==> config.mk <==
export PLATFORM = sky130hd
export DESIGN_NAME = partition_fit_allocator_core
export DESIGN_NICKNAME = d
export VERILOG_FILES = /design/src/rtl/core/pfa_pkg.sv /design/src/rtl/core/pfa_table.sv /design/src/rtl/core/pfa_select.sv /design/src/rtl/core/partition_fit_allocator_core.sv
export SDC_FILE = /design/constraint.sdc
export NUM_CORES = 1
export LEC_CHECK = 0
export BUFFER_PORTS_ARGS = -buffer_cell sky130_fd_sc_hd__buf_2
export CORE_MARGIN = 1.5
export CORE_UTILIZATION = 55
export DETAILED_ROUTE_END_ITERATION = 8
export GPL_ROUTABILITY_DRIVEN = 0
export PLACE_DENSITY = 0.72
export SYNTH_ARGS = -nofsm -noshare
export SYNTH_HDL_FRONTEND = slang
export SYNTH_SLANG_ARGS = --single-unit
==> constraint.sdc <==
create_clock -name clock -period 8.2 [get_ports clock]
set_input_delay 0.82 -clock clock [delete_from_list [all_inputs] [get_ports clock]]
set_output_delay 0.82 -clock clock [all_outputs]
set_load 0.02 [all_outputs]
==> src/rtl/core/pfa_pkg.sv <==
// ----------------------------------------------------------------------------
// pfa_pkg
// Shared constants, codes and types for the partition fit allocator.
// ----------------------------------------------------------------------------
`default_nettype none

package pfa_pkg;

   // Table geometry
   localparam int PARTITIONS = 16;
   localparam int SIZE_BITS  = 16;
   localparam int IDX_W      = (PARTITIONS > 1) ? $clog2(PARTITIONS) : 1;
   localparam int CTR_W      = IDX_W + 1;
   localparam int CMP_W      = IDX_W + 6;

   // Field widths
   localparam int ACTION_W = 1;
   localparam int POLICY_W = 2;
   localparam int SLOT_W   = 4;
   localparam int AMOUNT_W = 16;
   localparam int STATUS_W = 2;
   localparam int REMAIN_W = 16;
   localparam int TOTAL_W  = 20;
   localparam int COUNT_W  = 5;

   // Compare width that holds both a size and a requested amount
   localparam int VAL_W = (SIZE_BITS > AMOUNT_W) ? SIZE_BITS : AMOUNT_W;

   localparam logic [COUNT_W-1:0] COUNT_RESET = 5'd16;

   // Request kinds
   localparam logic [ACTION_W-1:0] ACT_LOAD  = 1'b0;
   localparam logic [ACTION_W-1:0] ACT_ALLOC = 1'b1;

   // Fit policies
   localparam logic [POLICY_W-1:0] POL_FIRST = 2'd0;
   localparam logic [POLICY_W-1:0] POL_WORST = 2'd1;
   localparam logic [POLICY_W-1:0] POL_BEST  = 2'd2;

   // Response status codes
   localparam logic [STATUS_W-1:0] STS_LOADED    = 2'd0;
   localparam logic [STATUS_W-1:0] STS_ALLOCATED = 2'd1;
   localparam logic [STATUS_W-1:0] STS_REFUSED   = 2'd2;

   // One table entry as it comes out of the read port
   typedef struct packed {
      logic                 valid;
      logic [IDX_W-1:0]     idx;
      logic [SIZE_BITS-1:0] value;
   } entry_type;

   // Request held for the duration of a scan
   typedef struct packed {
      logic [ACTION_W-1:0] action;
      logic [POLICY_W-1:0] policy;
      logic [SLOT_W-1:0]   slot;
      logic [AMOUNT_W-1:0] amount;
   } ctx_type;

   // Outcome of a scan
   typedef struct packed {
      logic                 found;
      logic [IDX_W-1:0]     idx;
      logic [SIZE_BITS-1:0] value;
      logic [TOTAL_W-1:0]   sum;
   } pick_type;

   // True when a load slot lands inside the table
   function automatic logic slot_in_table(input logic [SLOT_W-1:0] slot);
      return CMP_W'(slot) < CMP_W'(PARTITIONS);
   endfunction

endpackage

`default_nettype wire

==> src/rtl/core/pfa_table.sv <==
// ----------------------------------------------------------------------------
// pfa_table
// Partition free-size memory: one write and one registered read per cycle,
// with a valid bit per entry so unwritten entries read as zero after reset.
// ----------------------------------------------------------------------------
`default_nettype none

module pfa_table (
   input  wire logic                          clock,
   input  wire logic                          reset,
   input  wire logic                          rd_en,
   input  wire logic [pfa_pkg::IDX_W-1:0]     rd_addr,
   input  wire logic                          wr_en,
   input  wire logic [pfa_pkg::IDX_W-1:0]     wr_addr,
   input  wire logic [pfa_pkg::SIZE_BITS-1:0] wr_data,
   output pfa_pkg::entry_type                 rd_entry
);

   logic [pfa_pkg::SIZE_BITS-1:0]  mem_ff [pfa_pkg::PARTITIONS];
   logic [pfa_pkg::PARTITIONS-1:0] valid_ff;
   logic [pfa_pkg::SIZE_BITS-1:0]  rd_data_ff;
   logic                           rd_vld_ff;
   logic [pfa_pkg::IDX_W-1:0]      rd_idx_ff;
   logic                           rd_en_ff;

   // Storage array and registered read
   always_ff @(posedge clock) begin
      if (wr_en) begin
         mem_ff[wr_addr] <= wr_data;
      end
      if (rd_en) begin
         rd_data_ff <= mem_ff[rd_addr];
         rd_vld_ff  <= valid_ff[rd_addr];
         rd_idx_ff  <= rd_addr;
      end
   end

   // Entry valid bits and read strobe
   always_ff @(posedge clock) begin
      if (reset) begin
         valid_ff <= '0;
         rd_en_ff <= 1'b0;
      end else begin
         rd_en_ff <= rd_en;
         if (wr_en) begin
            valid_ff[wr_addr] <= 1'b1;
         end
      end
   end

   // Never-written entries read as zero
   assign rd_entry.valid = rd_en_ff;
   assign rd_entry.idx   = rd_idx_ff;
   assign rd_entry.value = rd_vld_ff ? rd_data_ff : '0;

endmodule

`default_nettype wire

==> src/rtl/core/pfa_select.sv <==
// ----------------------------------------------------------------------------
// pfa_select
// Scan accumulator: takes one table entry per cycle, keeps the running free
// total over the partitions in use and the candidate for the fit policy.
// ----------------------------------------------------------------------------
`default_nettype none

module pfa_select (
   input  wire logic                        clock,
   input  wire logic                        start,
   input  wire pfa_pkg::ctx_type            ctx,
   input  wire logic [pfa_pkg::COUNT_W-1:0] count,
   input  wire pfa_pkg::entry_type          entry,
   output pfa_pkg::pick_type                pick
);

   logic                          hit_ff;
   logic                          any_ff;
   logic [pfa_pkg::IDX_W-1:0]     idx_ff;
   logic [pfa_pkg::SIZE_BITS-1:0] val_ff;
   logic [pfa_pkg::TOTAL_W-1:0]   sum_ff;

   logic                          in_use;
   logic                          fwd;
   logic [pfa_pkg::SIZE_BITS-1:0] val;
   logic [pfa_pkg::VAL_W-1:0]     req;
   logic                          fits;
   logic                          take;

   // Entry in use, with a pending load forwarded into the total
   always_comb begin
      in_use = entry.valid &&
               (pfa_pkg::CMP_W'(entry.idx) < pfa_pkg::CMP_W'(count));
      fwd    = (ctx.action == pfa_pkg::ACT_LOAD) && pfa_pkg::slot_in_table(ctx.slot) &&
               (pfa_pkg::CMP_W'(ctx.slot) == pfa_pkg::CMP_W'(entry.idx));
      val    = fwd ? pfa_pkg::SIZE_BITS'(ctx.amount) : entry.value;
      req    = pfa_pkg::VAL_W'(ctx.amount);
      fits   = pfa_pkg::VAL_W'(val) >= req;
   end

   // Candidate update per policy
   always_comb begin
      case (ctx.policy)
         pfa_pkg::POL_FIRST: take = fits && !hit_ff;
         pfa_pkg::POL_WORST: take = val > val_ff;
         pfa_pkg::POL_BEST:  take = fits && (!hit_ff || (val < val_ff));
         default:            take = 1'b0;
      endcase
   end

   always_ff @(posedge clock) begin
      if (start) begin
         hit_ff <= 1'b0;
         any_ff <= 1'b0;
         idx_ff <= '0;
         val_ff <= '0;
         sum_ff <= '0;
      end else if (in_use) begin
         any_ff <= 1'b1;
         sum_ff <= sum_ff + pfa_pkg::TOTAL_W'(val);
         if (take) begin
            hit_ff <= 1'b1;
            idx_ff <= entry.idx;
            val_ff <= val;
         end
      end
   end

   // Final verdict; worst fit checks the largest size against the request
   always_comb begin
      case (ctx.policy) inside
         pfa_pkg::POL_FIRST, pfa_pkg::POL_BEST: pick.found = hit_ff;
         pfa_pkg::POL_WORST: pick.found = any_ff && (pfa_pkg::VAL_W'(val_ff) >= req);
         default:            pick.found = 1'b0;
      endcase
      pick.idx   = idx_ff;
      pick.value = val_ff;
      pick.sum   = sum_ff;
   end

endmodule

`default_nettype wire

==> src/rtl/core/partition_fit_allocator_core.sv <==
// ----------------------------------------------------------------------------
// partition_fit_allocator_core
// First/worst/best fit partition allocator over a free-size table in memory.
//
//   Channel  Direction  Signals                         Contents
//   req      in         req_tvalid/tready/tdata/tuser   load or allocate
//   rsp      out        rsp_tvalid/tready/tdata/tuser   status, slot, totals
//   csr      in         csr_wr_en/csr_wr_data           partition_count
//
// Each request steps through ST_IDLE, which accepts it, ST_SCAN, which
// streams every entry through the single read port of the table, and ST_DONE,
// which writes the entry back and registers the response.
// Reset clears the table valid bits at once; no clearing pass is needed.
// The response sits in an output register; a stalled rsp side holds only
// the write-back step, and the next request is taken once it completes.
// ----------------------------------------------------------------------------
`default_nettype none

module partition_fit_allocator_core (
   input  wire logic        clock,
   input  wire logic        reset,
   // csr: partition_count
   input  wire logic        csr_wr_en,
   input  wire logic [4:0]  csr_wr_data,
   // req
   input  wire logic        req_tvalid,
   output      logic        req_tready,
   input  wire logic [23:0] req_tdata,   // slot[3:0], amount[19:4], zero[23:20]
   input  wire logic [2:0]  req_tuser,   // action[0], fit_policy[2:1]
   // rsp
   output      logic        rsp_tvalid,
   input  wire logic        rsp_tready,
   output      logic [39:0] rsp_tdata,   // slot_used[3:0], slot_remaining[19:4],
                                         // total_free[39:20]
   output      logic [1:0]  rsp_tuser    // status[1:0]
);

   typedef enum logic [2:0] {
      ST_IDLE = 3'b001,
      ST_SCAN = 3'b010,
      ST_DONE = 3'b100
   } state_type;

   state_type                     state_ff, state_in;
   logic [pfa_pkg::COUNT_W-1:0]   count_ff;
   pfa_pkg::ctx_type              ctx_ff;
   logic [pfa_pkg::CTR_W-1:0]     rd_ctr_ff, rd_ctr_in;

   logic                          rsp_valid_ff, rsp_valid_in;
   logic [pfa_pkg::STATUS_W-1:0]  status_ff, status_in;
   logic [pfa_pkg::SLOT_W-1:0]    used_ff, used_in;
   logic [pfa_pkg::REMAIN_W-1:0]  remain_ff, remain_in;
   logic [pfa_pkg::TOTAL_W-1:0]   total_ff, total_in;

   logic                          accept;
   logic                          rd_en;
   logic                          scan_end;
   logic                          fire;
   logic                          wr_en;
   logic [pfa_pkg::IDX_W-1:0]     wr_addr;
   logic [pfa_pkg::SIZE_BITS-1:0] wr_data;
   logic [pfa_pkg::SIZE_BITS-1:0] new_val;
   pfa_pkg::entry_type            entry;
   pfa_pkg::pick_type             pick;

   // Handshake
   assign req_tready = (state_ff == ST_IDLE);
   assign accept     = req_tvalid && req_tready;
   assign rd_en      = (state_ff == ST_SCAN) &&
                       (rd_ctr_ff < pfa_pkg::CTR_W'(pfa_pkg::PARTITIONS));
   assign scan_end   = (state_ff == ST_SCAN) &&
                       (rd_ctr_ff == pfa_pkg::CTR_W'(pfa_pkg::PARTITIONS));
   assign fire       = (state_ff == ST_DONE) && (!rsp_valid_ff || rsp_tready);

   // Sequencer
   always_comb begin
      state_in  = state_ff;
      rd_ctr_in = rd_ctr_ff;
      unique case (state_ff)
         ST_IDLE: begin
            rd_ctr_in = '0;
            if (accept) begin
               state_in = ST_SCAN;
            end
         end
         ST_SCAN: begin
            if (rd_en) begin
               rd_ctr_in = rd_ctr_ff + pfa_pkg::CTR_W'(1);
            end
            if (scan_end) begin
               state_in = ST_DONE;
            end
         end
         ST_DONE: begin
            if (fire) begin
               state_in = ST_IDLE;
            end
         end
         default: begin
            state_in = ST_IDLE;
         end
      endcase
   end

   // Write-back and response for the finished scan
   always_comb begin
      new_val   = pfa_pkg::SIZE_BITS'(pfa_pkg::VAL_W'(pick.value) -
                                      pfa_pkg::VAL_W'(ctx_ff.amount));
      wr_en     = 1'b0;
      wr_addr   = pfa_pkg::IDX_W'(ctx_ff.slot);
      wr_data   = pfa_pkg::SIZE_BITS'(ctx_ff.amount);
      status_in = status_ff;
      used_in   = used_ff;
      remain_in = remain_ff;
      total_in  = total_ff;
      if (fire) begin
         total_in = pick.sum;
         if (ctx_ff.action == pfa_pkg::ACT_LOAD) begin
            status_in = pfa_pkg::STS_LOADED;
            used_in   = ctx_ff.slot;
            remain_in = '0;
            if (pfa_pkg::slot_in_table(ctx_ff.slot)) begin
               wr_en     = 1'b1;
               remain_in = pfa_pkg::REMAIN_W'(wr_data);
            end
         end else if (pick.found) begin
            wr_en     = 1'b1;
            wr_addr   = pick.idx;
            wr_data   = new_val;
            status_in = pfa_pkg::STS_ALLOCATED;
            used_in   = pfa_pkg::SLOT_W'(pick.idx);
            remain_in = pfa_pkg::REMAIN_W'(new_val);
            total_in  = pick.sum - pfa_pkg::TOTAL_W'(ctx_ff.amount);
         end else begin
            status_in = pfa_pkg::STS_REFUSED;
            used_in   = '0;
            remain_in = '0;
         end
      end
   end

   // Output valid
   always_comb begin
      rsp_valid_in = rsp_valid_ff;
      if (fire) begin
         rsp_valid_in = 1'b1;
      end else if (rsp_tready) begin
         rsp_valid_in = 1'b0;
      end
   end

   // Control registers
   always_ff @(posedge clock) begin
      if (reset) begin
         state_ff     <= ST_IDLE;
         count_ff     <= pfa_pkg::COUNT_RESET;
         rd_ctr_ff    <= '0;
         rsp_valid_ff <= 1'b0;
      end else begin
         state_ff     <= state_in;
         rd_ctr_ff    <= rd_ctr_in;
         rsp_valid_ff <= rsp_valid_in;
         if (csr_wr_en) begin
            count_ff <= csr_wr_data;
         end
      end
   end

   // Payload registers
   always_ff @(posedge clock) begin
      if (accept) begin
         ctx_ff.action <= req_tuser[0];
         ctx_ff.policy <= req_tuser[2:1];
         ctx_ff.slot   <= req_tdata[3:0];
         ctx_ff.amount <= req_tdata[19:4];
      end
      status_ff <= status_in;
      used_ff   <= used_in;
      remain_ff <= remain_in;
      total_ff  <= total_in;
   end

   pfa_table u_table (
      .clock    (clock),
      .reset    (reset),
      .rd_en    (rd_en),
      .rd_addr  (rd_ctr_ff[pfa_pkg::IDX_W-1:0]),
      .wr_en    (wr_en),
      .wr_addr  (wr_addr),
      .wr_data  (wr_data),
      .rd_entry (entry)
   );

   pfa_select u_select (
      .clock (clock),
      .start (accept),
      .ctx   (ctx_ff),
      .count (count_ff),
      .entry (entry),
      .pick  (pick)
   );

   assign rsp_tvalid = rsp_valid_ff;
   assign rsp_tuser  = status_ff;
   assign rsp_tdata  = {total_ff, remain_ff, used_ff};

endmodule

`default_nettype wire

Yosys cells after proc, flatten, opt, wreduce, memory -nomap -nowiden --
Memory sizes are Yosys's and may differ from the RTL's. A register that Yosys moved wholly into a read port is not among the register bits. Index checks and enable logic that the tools add are counted.
Storage, ports and cells: register bits after elaboration 143, bits in writable memories 256, input port bits 37, output and inout bits 44, logic and storage cells 104, memories kept 1
Memory list:
- u_table.mem_ff | words 16, width 16, rd ports 1, clocked after memory_dff 1, wr ports 1, line pfa_table.sv:19 | logic [pfa_pkg::SIZE_BITS-1:0] mem_ff [pfa_pkg::PARTITIONS];
Operators by class: $add $sub $neg 4, order comparisons 9, equality and inequality tests 11, muxes and demuxes 35, bitwise operators 2, reduce and logical (&&, ||, !) cells 21
Operators by type and width (number):
- $mux W16 | 7
- $mux W20 | 2
- $ge A16 B16 Y1 | 2
- $add A20 B16 Y20 | 1
- $mux W4 | 5
- $sub A20 B16 Y20 | 1
- $gt A16 B16 Y1 | 1
- $lt A16 B16 Y1 | 1
- $or A16 B16 Y16 | 1
- $sub A16 B16 Y16 | 1
- $mux W1 | 11
- $logic_and A1 B1 Y1 | 10
- $lt A4 B5 Y1 const B | 2
- $pmux W5 S2 | 1
- $mux W3 | 3
- $pmux W3 S3 | 1
- $add A5 B1 Y5 const B | 1
- $eq A5 B5 Y1 const B | 1
- $lt A4 B5 Y1 | 1
- $lt A5 B5 Y1 const B | 1
- $mux W5 | 1
- $bmux W1 S4 | 1
- $demux W1 S4 | 1
- $eq A4 B4 Y1 | 1
- 18 further kinds | 24

Depth between registers and ports, before layout --
Gate-level depths: netlist of the first run.
word-level depth 12, gate-level depth with buffers 18, gate-level depth less buffers 15

Cells and area by module --
A second synthesis of the first run with hierarchy kept.
Second synthesis, totals: cell total of the unflattened synthesis 1481, area total of the unflattened synthesis 19800.2 µm²
Modules (own cells, without submodules):
- pfa_table | instances 1, cells each 525, area each 11144.4 µm², sequential area each 8658.3 µm²
- partition_fit_allocator_core | instances 1, cells each 481, area each 4792.1 µm², sequential area each 2232.1 µm²
- pfa_select | instances 1, cells each 475, area each 3863.7 µm², sequential area each 840.8 µm²

Worst setup path before layout of the first run --
Ideal clock, no wire load.
path kind input to register, start in rsp_tready, end mem u_table.mem_ff[12][0] (netlist name), enable pin, setup time 390 ps, data arrival time 3828 ps, required time 7810 ps, path slack 3982 ps, cell stages on the path 8, path buffers 0, cell sequence nand2b_1 nand2b_1 clkinv_1 and3_1 nor3_1 o21ai_0 o21a_1 nor2_1
On the way: word-level cells in the longest chain between the ends 5, elaborated cells on any way between the ends 6, classes of those cells mux (4); reduce/logical (2)
Ends and longest elaborated chain:
- start, declared | line partition_fit_allocator_core.sv:32 | input wire logic rsp_tready,
- $logic_or A1 B1 Y1 (*) | line partition_fit_allocator_core.sv:73 | assign fire = (state_ff == ST_DONE) && (!rsp_valid_ff || rsp_tready);
- $logic_and A1 B1 Y1 (*) | line partition_fit_allocator_core.sv:73
- named net fire | line partition_fit_allocator_core.sv:58 | logic fire;
- $mux W1 | line partition_fit_allocator_core.sv:116 | if (fire) begin
- $mux W1 | line pfa_table.sv:28 | if (wr_en) begin
- $mux W1 (not written as such) | line pfa_table.sv:29 | mem_ff[wr_addr] <= wr_data;
- end, declared | line pfa_table.sv:19
The timed path passes the listed nets; every way through them passes the cells marked *.

Final worst setup path of the first run --
start reg ctx_ff[22] (netlist name), end reg u_select.sum_ff[15] (netlist name)
On the way: word-level cells in the longest chain between the ends 4
Ends and longest elaborated chain:
- start, declared | line partition_fit_allocator_core.sv:46 | pfa_pkg::ctx_type ctx_ff;
- $not A1 Y1 | line pfa_select.sv:34 | fwd = (ctx.action == pfa_pkg::ACT_LOAD) && pfa_pkg::slot_in_table(ctx.slot) &&
- $logic_and A1 B1 Y1 | line pfa_select.sv:34
- $mux W16 | line pfa_select.sv:36 | val = fwd ? pfa_pkg::SIZE_BITS'(ctx.amount) : entry.value;
- named net u_select.val (one bit) | line pfa_select.sv:25 | logic [pfa_pkg::SIZE_BITS-1:0] val;
- $add A20 B16 Y20 | line pfa_select.sv:60 | sum_ff <= sum_ff + pfa_pkg::TOTAL_W'(val);
- end signal, assigned | line pfa_select.sv:60
- end, declared | line pfa_select.sv:21 | logic [pfa_pkg::TOTAL_W-1:0] sum_ff;
The timed path passes the listed nets, and every way through them passes these cells. A chain may end at the register's enable or synchronous reset.

==> results of run 1 <==
[final cells by class]
cell class              count  area (µm²)
repair buffers            115         673
inverters                  57         214
fillers                  2444       12500
flip-flops and latches    415       11700
clock inverters            16         108
multi-input cells         847        6910
well taps                 448         561
clock buffers              55        1120
[kinds of logic after synthesis]
group	Yosys count	share of synthesized area (%)
mux	93	10.5
xor+xnor	48	2.21
compound gates	291	9.34
flops	415	61.6
fa+ha+maj	88	5.90
simple gates	327	8.20
buf+inv	116	2.30
[through the flow]
stage                     hold WS, ns  power [W]  cells  setup WS [ns]
after floorplan                 0.421    0.00252   1378           3.98
after global placement          0.444    0.00259   1882           3.67
after detailed placement        0.453    0.00260   1882           3.62
after CTS                       0.419    0.00434   1953           3.57
after global routing            0.419    0.00444   1953           3.17
final                           0.437    0.00430   1953           3.58
[flip-flops by register name, indices dropped and copies added, names as in the netlist, 2 cells and up]
name / cells
u_table.rd_data_ff: 16
rd_ctr_ff: 5
ctx_ff: 23
state_ff: 3
u_select.sum_ff: 20
total_ff: 20
rsp_tuser: 2
u_table.mem_ff: 256
u_table.rd_idx_ff: 4
u_select.val_ff: 16
remain_ff: 16
count_ff: 5
used_ff: 4
u_table.valid_ff: 16
u_select.idx_ff: 4
[worst paths after layout]
path / startpoint / end / slack, ns
worst max-delay path: ctx_ff[22]$_DFFE_PP_ / u_select.sum_ff[15]$_SDFFE_PP0P_ / 3.58
worst min-delay path: req_tdata[17] / ctx_ff[13]$_DFFE_PP_ / 0.44
worst max register to register: ctx_ff[22]$_DFFE_PP_ / u_select.sum_ff[15]$_SDFFE_PP0P_ / 3.58
worst min register to register: u_table.valid_ff[8]$_SDFFE_PP0P_ / u_table.valid_ff[8]$_SDFFE_PP0P_ / 0.47
[per-layer routing]
layer,vias to the layer above,part of all wire [%]
li1,5528,-
met1,5770,41
met2,371,51
met3,80,5.7
met4,0,2.8
met5,-,0
[synthesized netlist by cell type (7+ instances only)]
library cell	n
buf_1	9
nand2_1	67
nor2_1	93
clkbuf_1	48
edfxtp_1	342
nor3_1	49
nand3_1	44
ha_1	85
a21o_1	15
dfxtp_1	73
mux4_2	85
or3_1	8
xor2_1	26
a21oi_1	96
nand4_1	10
nand2b_1	13
nor2b_1	8
inv_1	54
xnor2_1	22
o22ai_1	7
o21ai_0	83
a211oi_1	9
o21a_1	24
[power by group through the flow]
stage	registers [W]	logic [W]	clock network (W)
2_1_floorplan	0.00236	0.000165	0
3_3_place_gp	0.00236	0.000232	0
3_5_place_dp	0.00236	0.000241	0
4_1_cts	0.00232	0.000242	0.00178
5_1_grt	0.00232	0.000270	0.00185
6_report	0.00232	0.000242	0.00175
==> flow_metrics.env, run 1 <==
export IMPL_synth_distinct_cells=63
export IMPL_fp_dieH_um=189
export IMPL_synth_nets=1503
export IMPL_clk_latency_ns=0.56
export IMPL_mostFrequentLayoutCell="edfxtp_1"
export IMPL_antenna_found_initial=0
export IMPL_fp_row_count=67
export IMPL_cts_setup_buffers=0
export IMPL_clkTransAtPathRegs_ns=0.06
export IMPL_nets=1604
export IMPL_portBuffers=76
export IMPL_drt_iter0_markers=943
export IMPL_cpMaxStageDelayCell="o21ai_0"
export IMPL_clkPwrFrac_pct=40.6
export IMPL_die_area_um2=35800
export IMPL_clockBufferDepth=3
export IMPL_cp_num_buf_inv=3
export IMPL_busiest_layer="met2"
export IMPL_cts_tree="yes"
export IMPL_rsz0062_at_grt="no"
export IMPL_final_cell_mix="342 x edfxtp_1, 96 x a21oi_1, 88 x nor2_1, 85 x mux4_2, 85 x ha_1"
export IMPL_ant_nets=0
export IMPL_area_delta_synth_final_pct=11.9
export IMPL_grt_pass1_vias=11824
export IMPL_clkSinkCount=415
export IMPL_report_final_slew_viol_count=0
export IMPL_seq_power_share_pct=53.8
export IMPL_drc_errors=0
export IMPL_synth_ff_type="edfxtp_1"
export IMPL_root_buffer="clkbuf_16"
export IMPL_finalSetupViolCount=0
export IMPL_grt_usage_pct=24.0
export IMPL_timing_critical_path_cells="buf_4 -> inv_1 -> nand3_1 -> buf_4 -> o21ai_0 -> ha_1 -> a211oi_2 -> o21bai_1 -> a2111o_1 -> a221o_2 -> a41o_1 -> o21a_1 -> o211a_1 -> nor4_1"
export IMPL_grt_max_degree=70
export IMPL_cts_resized=0
export IMPL_worst_path_most_repeated_cell="buf_4"
export IMPL_synthArstFlopShare_pct=0
export IMPL_path_max_fanout=35
export IMPL_switching_share_pct=22.1
export IMPL_use_met1_pct=31.3
export IMPL_leakage_nw=7.44
export IMPL_crit_family="compound AO/OA/AOI/OAI gates"
export IMPL_gr_total_overflow=0
export IMPL_fin_tns_setup_ns=0
export IMPL_hold_buffers=0
export IMPL_r2r_cells=14
export IMPL_period_minus_slack_ns=4.62
export IMPL_drtPass1Iterations=5
export IMPL_crit_type="reg -> reg"
export IMPL_setup_worst_path_start_class="flop"
export IMPL_synth_edff_count=342
export IMPL_ir_drop_mv=0.179
export IMPL_max_stage_delay_ns=0.63
export IMPL_synth_seq_cells=415
export IMPL_synth_top_cell_area_share_pct=53.9
export IMPL_powerDensity_nw_per_um2=202
export IMPL_cp_arrival_ns=5.08
export IMPL_die_w_um=189
export IMPL_wire_per_inst_um=21.4
export IMPL_fin_crit_sh_pct=56.3
export IMPL_pwr_share_comb_pct=5.6
export IMPL_htreeDepth=2
export IMPL_final_cell_area_um2=21300
export IMPL_p_int_w=0.00335
export IMPL_hold_viol=0
export IMPL_yosysSeqAreaShare_pct=61.6
export IMPL_antenna_cells=0
export IMPL_coreArea_um2=33800
export IMPL_use_met2_pct=41.5
export IMPL_yosysWarningCount=0
export IMPL_drv_cap=0
export IMPL_pin_count=81
export IMPL_place_area_um2=20100
export IMPL_start_util_pct=56.4
export IMPL_hold_path_depth=1
export IMPL_cp_depth=14
export IMPL_switchingPower_w=0.000952
export IMPL_yosys_area_top_type="edfxtp_1"
export IMPL_status="completed"
export IMPL_cp_end_kind="flop"
export IMPL_met3_usage_pct=3.71
export IMPL_wl_mm=41.9
export IMPL_synth_area_leaders="edfxtp_1 54%, mux4_2 10%, dfxtp_1 7.7%, ha_1 5.6%, a21oi_1 2.5%"
export IMPL_clock_skew_final_ns=0.0133
export IMPL_critPathRequiredTime_ns=8.66
export IMPL_synthCells=1378
export IMPL_worstMarginPinSlew_ns=1.28
export IMPL_syn_avg_cell_area_um2=13.8
export IMPL_relSlewSlack_pct=14.4
export IMPL_via_count=11749
export IMPL_cts_buffers_inserted=43
export IMPL_drive_gt1_share_pct=18.7
export IMPL_dp_hpwl_mm=27.1
export IMPL_hold_path_class="in -> reg"
export IMPL_final_util_pct=63.1
export IMPL_grt_pass1_wl_mm=65.4
export IMPL_vias_per_cell=6.02
export IMPL_fmax_mhz=217
export IMPL_syn_area_um2=19100
No activity file was read; power rests on OpenSTA's default activity.
==> inputs of run 2 (changes only) <==
PLACE_DENSITY = 0.75   (was 0.72)
clock period = 4.2 ns   (was 8.2 ns; I/O delays follow)
==> run 2 against run 1 <==
Effect of this change: largest cell class unchanged; flip-flop and latch count did not move; clock skew rose by 0.028 ns; sequential share of layout area fell by 1.1 points; via count rose by 3.7%; register-to-register slack got worse by 3.3 ns; combinational power rose by 100%; sequential power rose by 95%; largest power group unchanged; maximum frequency rose by 17%; global-route usage rose by 0.73 points.
==> flow_metrics.env, run 2 (synthesis results as in run 1) <==
export IMPL_drtPass1Iterations=5
export IMPL_seqCellArea_um2=11700
export IMPL_nets=1626
export IMPL_crit_family="compound AO/OA/AOI/OAI gates"
export IMPL_drv_cap=0
export IMPL_clkSinkCount=415
export IMPL_final_cell_area_um2=21800
export IMPL_wire_per_inst_um=21.9
export IMPL_via_count=12189
export IMPL_clock_skew_final_ns=0.0417
export IMPL_worstMarginPinSlew_ns=0.915
export IMPL_setup_worst_path_start_class="flop"
export IMPL_leakage_nw=7.66
export IMPL_cpMaxStageDelayCell="edfxtp_1"
export IMPL_hold_viol=0
export IMPL_cp_num_buf_inv=1
export IMPL_reg2reg_slack_ns=0.24
export IMPL_gr_total_overflow=0
export IMPL_worst_path_most_repeated_cell="nand3_1"
export IMPL_die_area_um2=35800
export IMPL_fp_dieH_um=189
export IMPL_relSlewSlack_pct=38.9
export IMPL_drc_errors=0
export IMPL_reg_largest_list="u_table.mem_ff: 256 flops, ctx_ff: 23 flops"
export IMPL_timing_critical_path_cells="xor2_1 -> nor3_1 -> nand3_1 -> buf_12 -> nand3_1 -> o21ai_1 -> ha_1 -> a211oi_2 -> o21bai_1 -> a2111o_1 -> a221o_2 -> a41o_1 -> o21a_1 -> o211a_1 -> nor4_2"
export IMPL_dp_hpwl_mm=28.5
export IMPL_crit_type="reg -> reg"
export IMPL_antenna_found_initial=1
export IMPL_period_minus_slack_ns=3.96
export IMPL_grt_max_degree=50
export IMPL_largest_register="u_table.mem_ff"
export IMPL_cp_end_kind="flop"
export IMPL_drt_iter0_markers=1035
export IMPL_start_util_pct=56.4
export IMPL_portBuffers=76
export IMPL_fin_crit_sh_pct=94.2
export IMPL_fp_row_count=67
export IMPL_drive_gt1_share_pct=20.8
export IMPL_status="completed"
export IMPL_coreArea_um2=33800
export IMPL_r2r_start="ctx_ff[16]$_DFFE_PP_"
export IMPL_final_cell_mix="342 x edfxtp_1, 96 x a21oi_1, 85 x mux4_2, 85 x nor2_1, 85 x ha_1"
export IMPL_root_buffer="clkbuf_16"
export IMPL_report_final_slew_viol_count=0
export IMPL_hold_path_depth=1
export IMPL_fillers=2363
export IMPL_multiInputGateArea_um2=6930
export IMPL_final_util_pct=64.4
export IMPL_grt_pass1_wl_mm=67.9
export IMPL_fmax_mhz=253
export IMPL_critPathRequiredTime_ns=4.67
export IMPL_min_from="req_tdata[14]"
export IMPL_holdPathEnd="ctx_ff[10]$_DFFE_PP_"
export IMPL_ant_nets=0
export IMPL_rsz0062_at_grt="yes"
export IMPL_powerDensity_nw_per_um2=408
export IMPL_ir_drop_mv=0.373
export IMPL_cp_arrival_ns=4.42
export IMPL_vias_per_cell=6.16
export IMPL_place_area_um2=20300
export IMPL_htreeDepth=2
export IMPL_clk_latency_ns=0.57
export IMPL_clkTransAtPathRegs_ns=0.06
export IMPL_clockBufferDepth=3
export IMPL_grt_pass1_vias=12080
export IMPL_path_max_fanout=32
export IMPL_wl_mm=43.3
export IMPL_cts_buffers_inserted=42
export IMPL_r2r_cells=15
export IMPL_die_w_um=189
export IMPL_finalSetupViolCount=0
export IMPL_max_stage_delay_ns=0.45
export IMPL_pin_count=81
export IMPL_grt_usage_pct=24.7
export IMPL_mostFrequentLayoutCell="edfxtp_1"
export IMPL_r2r_end="u_select.sum_ff[15]$_SDFFE_PP0P_"
export IMPL_area_delta_synth_final_pct=14.3
export IMPL_hold_path_class="in -> reg"
export IMPL_fin_tns_setup_ns=0
export IMPL_largest_register_ffs=256
export IMPL_antenna_cells=0
export IMPL_cts_tree="yes"
[run 2: cell type report]
class / count / area share (%)
Sequential cell: 415 / 53.9
Timing Repair Buffer: 138 / 4.06
Tap cell: 448 / 2.58
Multi-Input combinational cell: 847 / 31.8
Clock inverter: 26 / 1.70
Inverter: 57 / 0.983
Clock buffer: 48 / 4.93
[run 2: through the flow]
step           cells  setup slack (ns)  power, W  hold WS, ns
6_report        1979             0.243   0.00888       0.0257
3_3_place_gp    1905             0.171   0.00508        0.444
4_1_cts         1979            0.0947   0.00893       0.0107
3_5_place_dp    1905             0.118   0.00509        0.452
5_1_grt         1979           0.00372   0.00914       0.0133
2_1_floorplan   1378             0.245   0.00492        0.421
[run 2: repair_timing]
item,in CTS,in global routing
setup buffers,0,0
hold buffers,0,0
resized for setup,0,8
hold endpoints to repair,0,0
endpoints found under the setup margin,0,24
[run 2: how the worst max path moves through the flow]
stage	start	end	depth (start not counted)
floorplan	ctx_ff[17]$_DFFE_PP_	u_select.sum_ff[15]$_SDFFE_PP0P_	15
global placement	ctx_ff[16]$_DFFE_PP_	u_select.sum_ff[15]$_SDFFE_PP0P_	14
detailed placement	ctx_ff[16]$_DFFE_PP_	u_select.sum_ff[15]$_SDFFE_PP0P_	14
CTS	ctx_ff[16]$_DFFE_PP_	u_select.sum_ff[15]$_SDFFE_PP0P_	14
global route	ctx_ff[16]$_DFFE_PP_	u_select.sum_ff[15]$_SDFFE_PP0P_	15
finish	ctx_ff[16]$_DFFE_PP_	u_select.sum_ff[15]$_SDFFE_PP0P_	15
[run 2: metal layers]
| layer | global-route usage (%) | up-vias | wire length, µm |
|---|---|---|---|
| met5 | 0 | - | 0 |
| met3 | 3.50 | 81 | 2610 |
| met4 | 7.81 | 0 | 1280 |
| met1 | 32.2 | 6092 | 17300 |
| li1 | - | 5568 | - |
| met2 | 43.1 | 448 | 22100 |
[run 2: report_power, final]
group          switching [W]  internal, W  total [W]
registers          0.0000303      0.00449    0.00452
logic               0.000315     0.000177   0.000492
clock network        0.00157      0.00229    0.00386
==> inputs of run 3 (changes only) <==
CTS_BUF_LIST = sky130_fd_sc_hd__clkbuf_4 sky130_fd_sc_hd__clkbuf_8   (was unset)
==> run 3 against run 2 <==
Effect of this change: clock-buffer cell count grew 46; non-clock buffer count up 21; largest power group unchanged; utilization grew 0.10 points; maximum frequency is 0.26% higher; sequential power about the same; setup slack improved by 0.010 ns; global-route usage down 0.090 points; clock power shrank 13%.
==> flow_metrics.env, run 3 (synthesis results as in run 1) <==
export IMPL_grt_pass1_vias=12373
export IMPL_r2r_end="u_select.sum_ff[15]$_SDFFE_PP0P_"
export IMPL_hold_ws_ns=0.0303
export IMPL_fin_crit_sh_pct=94.0
export IMPL_powerDensity_nw_per_um2=384
export IMPL_antenna_cells=0
export IMPL_cp_startpoint="u_table.rd_idx_ff[1]$_DFFE_PP_"
export IMPL_finalSetupViolCount=0
export IMPL_ant_nets=0
export IMPL_nets=1672
export IMPL_fillers=2392
export IMPL_drtPass1Iterations=5
export IMPL_r2r_cells=15
export IMPL_cts_setup_buffers=0
export IMPL_grt_usage_pct=24.7
export IMPL_fp_row_count=67
export IMPL_drive_gt1_share_pct=22.8
export IMPL_vias_per_cell=6.01
export IMPL_rsz0062_at_grt="yes"
export IMPL_drc_errors=0
export IMPL_finalNonFillerCells=2042
export IMPL_fmax_mhz=253
export IMPL_cp_end_kind="flop"
export IMPL_clockBufferDepth=3
export IMPL_antenna_found_initial=1
export IMPL_status="completed"
export IMPL_die_w_um=189
export IMPL_fin_tns_setup_ns=0
export IMPL_die_area_um2=35800
export IMPL_setup_worst_path_start_class="flop"
export IMPL_root_buffer="clkbuf_8"
export IMPL_critPathRequiredTime_ns=4.71
export IMPL_leakage_nw=7.74
export IMPL_reg2reg_slack_ns=0.25
export IMPL_cp_endpoint="u_select.sum_ff[15]$_SDFFE_PP0P_"
export IMPL_gr_total_overflow=0
export IMPL_clk_latency_ns=0.61
export IMPL_mostFrequentLayoutCell="edfxtp_1"
export IMPL_clkTransAtPathRegs_ns=0.06
export IMPL_clkSinkCount=415
export IMPL_cts_buffers_inserted=67
export IMPL_largest_register="u_table.mem_ff"
export IMPL_dp_cells=1905
export IMPL_worstMarginPinSlew_ns=0.914
export IMPL_grt_max_degree=50
export IMPL_hold_viol=0
export IMPL_cts_tree="yes"
export IMPL_wire_per_inst_um=20.9
export IMPL_reg_largest_list="u_table.mem_ff: 256 flops, ctx_ff: 23 flops"
export IMPL_grt_pass1_wl_mm=67.6
export IMPL_hold_path_class="in -> reg"
export IMPL_clock_skew_final_ns=0.0363
export IMPL_coreArea_um2=33800
export IMPL_period_minus_slack_ns=3.95
export IMPL_portBuffers=76
export IMPL_via_count=12268
export IMPL_htreeDepth=3
export IMPL_largest_register_ffs=256
export IMPL_relSlewSlack_pct=39.0
export IMPL_crit_type="reg -> reg"
export IMPL_dp_hpwl_mm=28.5
export IMPL_r2r_start="u_table.rd_idx_ff[1]$_DFFE_PP_"
export IMPL_pin_count=81
export IMPL_report_final_slew_viol_count=0
export IMPL_final_cell_mix="342 x edfxtp_1, 96 x a21oi_1, 85 x mux4_2, 85 x nor2_1, 85 x ha_1"
export IMPL_path_max_fanout=32
export IMPL_wl_mm=42.7
export IMPL_area_delta_synth_final_pct=14.4
export IMPL_cp_arrival_ns=4.46
export IMPL_fp_dieH_um=189
export IMPL_drt_iter0_markers=891
export IMPL_start_util_pct=56.4
export IMPL_ir_drop_mv=0.259
export IMPL_drv_cap=0
## run 3: changes by cell type in the layout (fill, tap and decap cells not counted), moves of 2 or more
cell,change
clkbuf_8,+69
clkbuf_16,-42
bufinv_16,-7
clkbuf_4,+25
clkbuf_1,-6
dlygate4sd3_1,+21
clkinv_16,-2
clkinv_1,+3
clkinvlp_4,-2
inv_6,+3
## run 3: worst min path at each step
stage	cells after the start	to	slack, ns	startpoint
after global routing	1	ctx_ff[8]$_DFFE_PP_	0.02	req_tdata[12]
after CTS	1	ctx_ff[8]$_DFFE_PP_	0.01	req_tdata[12]
final	1	ctx_ff[8]$_DFFE_PP_	0.03	req_tdata[12]
after floorplan	0	u_table.rd_idx_ff[3]$_DFFE_PP_	0.42	rd_ctr_ff[3]$_SDFFE_PP0P_
after global placement	1	u_table.valid_ff[9]$_SDFFE_PP0P_	0.44	u_table.valid_ff[9]$_SDFFE_PP0P_
after detailed placement	2	u_table.valid_ff[2]$_SDFFE_PP0P_	0.45	u_table.valid_ff[2]$_SDFFE_PP0P_
## run 3: critical path, stage by stage, from the launching register on
cell and delay, ns:
edfxtp_1 0.44, xor2_1 0.19, nor3_1 0.17, nand3_1 0.15, buf_12 0.19, nand3_1 0.10
o21ai_1 0.12, ha_1 0.33, a211oi_2 0.25, o21bai_1 0.14, a2111o_1 0.41, a221o_2 0.40
a41o_1 0.31, o21a_1 0.20, o211a_1 0.22, nor4_2 0.22
## run 3: cell type report
cell class	instances	area, µm²	share of cell area, %
sequential	415	11700	53.8
multi-input combinational	847	6930	31.8
clock buffer	94	1140	5.22
timing repair buffer	159	1090	5.02
tap	448	561	2.57
inverter	57	214	0.981
clock inverter	22	129	0.591
## run 3: through the flow
| stage | cell area (µm²) | utilization [%] | power (W) | worst slack (ns) |
|---|---|---|---|---|
| final | 21800 | 64.5 | 0.00838 | 0.254 |
| after global routing | 21800 | 64.5 | 0.00866 | 0.00271 |
| after CTS | 21800 | 64.5 | 0.00845 | 0.111 |
| after detailed placement | 20300 | 60.1 | 0.00509 | 0.118 |
| after global placement | 20300 | 60.1 | 0.00508 | 0.171 |
| after floorplan | 19100 | - | 0.00492 | 0.245 |
## run 3: where the power goes
part / internal [W] / switching (W) / leakage [nW]
Clock: 0.00176 / 0.00158 / 0.677
Sequential: 0.00449 / 0.0000300 / 3.69
Combinational: 0.000190 / 0.000315 / 3.37
## run 3: what timing repair did
item	CTS	global route
endpoints found under the setup margin	0	24
endpoints found under the hold margin	21	0
resized for setup	0	8
hold buffers	21	0
## run 3: metal layers
metal	routed length (µm)	global-route usage, %
met5	0	0
met4	1710	10.6
met2	21100	41.5
met3	2390	4.17
met1	17500	31.7
